[config.mk]
export PLATFORM = sky130hd
export DESIGN_NAME = sbbd_ctrl
export DESIGN_NICKNAME = d
export VERILOG_FILES = /design/src/rtl/sbbd_pkg.sv /design/src/rtl/sbbd_ctrl.sv
export SDC_FILE = /design/constraint.sdc
export NUM_CORES = 1
export LEC_CHECK = 0
export BUFFER_PORTS_ARGS = -buffer_cell sky130_fd_sc_hd__buf_2
export CAP_MARGIN = 25
export CORE_AREA = 2 2 39 41
export DETAILED_ROUTE_END_ITERATION = 7
export DIE_AREA = 0 0 41 43
export PLACE_DENSITY = 0.3
export SETUP_SLACK_MARGIN = 0.3
export SYNTH_ARGS = -nofsm -noshare
export SYNTH_HDL_FRONTEND = slang
export SYNTH_SLANG_ARGS = --single-unit
[constraint.sdc]
create_clock -name clk_i -period 1.4 [get_ports clk_i]
set_input_delay 0.07 -clock clk_i [delete_from_list [all_inputs] [get_ports clk_i]]
set_output_delay 0.07 -clock clk_i [all_outputs]
set_load 0.03 [all_outputs]
[src/rtl/sbbd_pkg.sv]
`default_nettype none

package sbbd_pkg;

  localparam int unsigned RamBytes  = 65536;
  localparam int unsigned FifoDepth = 32;
  localparam int unsigned RamAw     = $clog2(RamBytes);
  localparam int unsigned FifoAw    = $clog2(FifoDepth);

  // Item command codes
  localparam logic [1:0] CmdBusRead  = 2'd0;
  localparam logic [1:0] CmdBusWrite = 2'd1;
  localparam logic [1:0] CmdHostCmd  = 2'd2;
  localparam logic [1:0] CmdSample   = 2'd3;

  // Decode target codes
  localparam logic [3:0] TgtNone   = 4'd0;
  localparam logic [3:0] TgtProg   = 4'd1;
  localparam logic [3:0] TgtRam    = 4'd2;
  localparam logic [3:0] TgtFifo   = 4'd3;
  localparam logic [3:0] TgtFm     = 4'd4;
  localparam logic [3:0] TgtPcm0   = 4'd5;
  localparam logic [3:0] TgtPcm1   = 4'd6;
  localparam logic [3:0] TgtBank0  = 4'd7;
  localparam logic [3:0] TgtBank1  = 4'd8;
  localparam logic [3:0] TgtSample = 4'd9;

  // Configuration register indexes
  localparam logic CfgProgRomBytes   = 1'b0;
  localparam logic CfgSampleRomBytes = 1'b1;

  localparam logic [19:0] ProgRomBytesRst   = 20'h80000;
  localparam logic [23:0] SampleRomBytesRst = 24'h800000;

  // Address map
  localparam logic [23:0] FifoPopAddr  = 24'hc20001;
  localparam logic [23:0] Bank0Addr    = 24'hc50001;
  localparam logic [23:0] Bank1Addr    = 24'hc70001;
  localparam logic [19:0] ProgMirrorDelta = 20'h60000;
  localparam logic [23:0] RamBase      = 24'hf00000;
  localparam logic [23:0] FmBase       = 24'hd00000;
  localparam logic [23:0] Pcm0Base     = 24'hc40000;
  localparam logic [23:0] Pcm1Base     = 24'hc60000;
  localparam logic [7:0]  OpenBusByte  = 8'hff;

  typedef struct packed {
    logic clr_step;
    logic capture;
    logic execute;
  } ctrl_cmd_t;

endpackage

`default_nettype wire

[src/rtl/sbbd_ctrl.sv]
`default_nettype none

module sbbd_ctrl (
  input  wire                 clk_i,
  input  wire                 rst_ni,
  input  wire                 in_valid_i,
  output logic                in_stall_o,
  output logic                out_valid_o,
  input  wire                 out_stall_i,
  input  wire                 clr_done_i,
  output sbbd_pkg::ctrl_cmd_t cmd_o
);

  typedef enum logic [1:0] {
    StClear,
    StIdle,
    StExec
  } state_e;

  state_e state_q;
  logic   out_valid_q;
  logic   accept;
  logic   exec_go;

  assign in_stall_o  = (state_q != StIdle);
  assign out_valid_o = out_valid_q;
  assign accept      = in_valid_i && (state_q == StIdle);
  // result register frees up in the same cycle it is taken
  assign exec_go     = (state_q == StExec) && (!out_valid_q || !out_stall_i);

  assign cmd_o.clr_step = (state_q == StClear);
  assign cmd_o.capture  = accept;
  assign cmd_o.execute  = exec_go;

  always_ff @(posedge clk_i or negedge rst_ni) begin
    if (!rst_ni) begin
      state_q     <= StClear;
      out_valid_q <= 1'b0;
    end else begin
      unique case (state_q)
        StClear: if (clr_done_i) state_q <= StIdle;
        StIdle:  if (accept) state_q <= StExec;
        StExec:  if (exec_go) state_q <= StIdle;
        default: state_q <= StClear;
      endcase
      if (exec_go) begin
        out_valid_q <= 1'b1;
      end else if (!out_stall_i) begin
        out_valid_q <= 1'b0;
      end
    end
  end

endmodule

`default_nettype wire

==> flow_metrics.tcl <==
set metrics [dict create \
    wl_per_cell_um 9.63 \
    fin_nets 36 \
    wirelength_um 443 \
    die_height_um 43 \
    synth_seq_area_share_pct 44.8 \
    arrival_ns 1.07 \
    fin_setup_tns_ns 0 \
    hold_path.class "in -> reg" \
    tightest_slew_ns 0.181 \
    path_max_fanout 6 \
    grt_max_degree 7 \
    max_freq_mhz 876 \
    period_minus_slack_ns 1.14 \
    place.gp.congestion 0.591 \
    grt_pass1_vias 163 \
    crit_path_max_incr_delay_ns 0.44 \
    setup_ws_ns 0.259 \
    p_per_area_mw_per_mm2 2530 \
    cts_sinks 3 \
    cts-buffers-inserted 3 \
    drive_gt1_share_pct 66.7 \
    syn_nets 22 \
    syn2layout_area_growth_pct 75.4 \
    netlist_top_cells_area "dfrtp_1 45%, o32ai_2 9.7%, buf_4 9.0%" \
    power_leakage_nw 0.155 \
    syn-instance-count 17 \
    hold_slack_ns 0.0413 \
    htreeDepth 1 \
    initial_core_util_pct 12.1 \
    vias_per_cell 3.83 \
    relSlewSlack_pct 87.9 \
    synth_top_area_share_pct 44.8 \
    timing_worst_setup_path_type "reg -> out" \
    num_vias 176 \
    ys_seq_elements 3 \
    rsz0062_at_grt "true" \
    synth.distinct_cells 12 \
    hold_viol_final 0 \
    endpoint_kind "primary output" \
    drtPass1Iterations 4 \
    cts_tree "built" \
    final_cell_area_um2 294 \
    path_clk_slew_ns 0.04 \
    yosys_warnings 0 \
    drc 0 \
    die_area_mm2 0.00176 \
    cap_violations 0 \
    pre_cts_slack_ns 0.390 \
    status "finished, final reports clean" \
    cp-start-kind "flip-flop" \
    rows 14 \
    antenna_found_initial 0 \
    grt.total_usage_pct 6.33 \
    fin_crit_sh_pct 81.5 \
    numPortBuffers 9 \
    dpl_cell_area_um2 218 \
    slew_violations 0 \
    peakVddDrop_uv 924 \
    skew_ns 0.00148 \
    clkLatencyLatePin_ns 0.23 \
    critPathSlowestCell "dfrtp_2" \
    ant_nets 0 \
    clock_path_buffers 2 \
    synthesis.area_um2 168 \
    avgSynthCellArea_um2 9.86 \
    root_buffer "clkbuf_4" \
    worstPathCellList "and3b_2, buf_6" \
    antenna_cells 0 \
    setup_violations 0 \
    grt_pass1_wl_um 662 \
    grt-ovfl-total 0 \
    crit_required_ns 1.33 \
    drt-initial-drc-count 6 \
    yosysTopAreaCell "dfrtp_1" \
    core_mm2 0.00138 \
    die_x_um 41 \
    fillCellCount 153 \
    pin_count 10 \
]
[path summary, 6_finish.rpt]
| path | slack (ns) | startpoint | cells after the start | endpoint |
|---|---|---|---|---|
| min | 0.04 | in_valid_i | 2 | state_q[0]$_DFFE_PN0P_ |
| min in group asynchronous | 0.17 | rst_ni | 2 | out_valid_o$_DFFE_PN0P_ |
| max in group asynchronous | 1.11 | rst_ni | 2 | state_q[1]$_DFFE_PN0P_ |
| max | 0.26 | state_q[1]$_DFFE_PN0P_ | 2 | cmd_o[1] |
| min reg2reg | 0.55 | out_valid_o$_DFFE_PN0P_ | 2 | out_valid_o$_DFFE_PN0P_ |
| max reg2reg | 0.43 | state_q[1]$_DFFE_PN0P_ | 2 | state_q[0]$_DFFE_PN0P_ |
[worst max-delay path: cells and delay by family (launching register included)]
family | cells | cell delay (ns)
buf+inv | 1 | 0.13
flops | 1 | 0.44
simple gates | 1 | 0.27
[cell type report]
cell class	count	area [um2]	share of cell area [%]
multi-input cells	11	86.3	29.4
repair buffers	11	80.1	27.2
flip-flops and latches	3	77.6	26.4
clock buffers	4	26.3	8.94
well taps	16	20.0	6.81
inverters	1	3.75	1.28
[routing by layer]
metal / wire length [um] / GRT usage, % / vias up
li1: - / - / 80
met1: 192 / 7.07 / 82
met2: 179 / 7.19 / 14
met3: 71 / 6.28 / 0
met4: 0 / 4.00 / 0
met5: 0 / 0 / -
[power breakdown]
group	internal (mW)	switching, mW
Combinational	0.183	0.222
Clock	0.107	0.0459
Sequential	0.131	0.0556
[Yosys cell counts]
master,count
a21o_1,1
a21oi_1,1
and3_1,1
and3b_1,1
buf_4,2
dfrtp_1,3
inv_1,1
nand2_1,2
nand2b_1,1
nand2b_2,1
nor2_1,2
o32ai_2,1
[cell usage in the layout (no fill, tap or decap), drive strengths merged]
| cell | Yosys | routed |
|---|---|---|
| a21o | 1 | 1 |
| a21oi | 1 | 1 |
| and3 | 1 | 1 |
| and3b | 1 | 1 |
| buf | 2 | 10 |
| clkbuf | 0 | 4 |
| dfrtp | 3 | 3 |
| dlygate4sd3 | 0 | 1 |
| inv | 1 | 1 |
| nand2 | 2 | 2 |
| nand2b | 2 | 2 |
| nor2 | 2 | 2 |
| o32ai | 1 | 1 |
[cells by family after synthesis]
logic type,Yosys count,synth area share (%)
and+or+nand+nor,8,26.9
DFF,3,44.8
AOI/OAI and AO/OA,3,17.2
buffers and inverters,3,11.2
[through the flow]
stage | power, mW | utilization, % | instances
floorplan | 0.422 | - | 17
global placement | 0.483 | 15.7 | 40
detailed placement | 0.490 | 15.7 | 40
CTS | 0.735 | 20.7 | 46
global route | 0.795 | 21.2 | 46
finish | 0.744 | 21.2 | 46
[registers in the layout (all words and copies together) (netlist names)]
register and count:
state_q 2, out_valid_o 1
[repair_timing]
action,CTS,global route
hold buffers,1,0
pin swaps,0,0
hold endpoints to repair,3,0
setup buffers,1,0
endpoints found under the setup margin,3,4
resized for setup,8,4
Note: power is estimated with default switching activity, not from simulation.
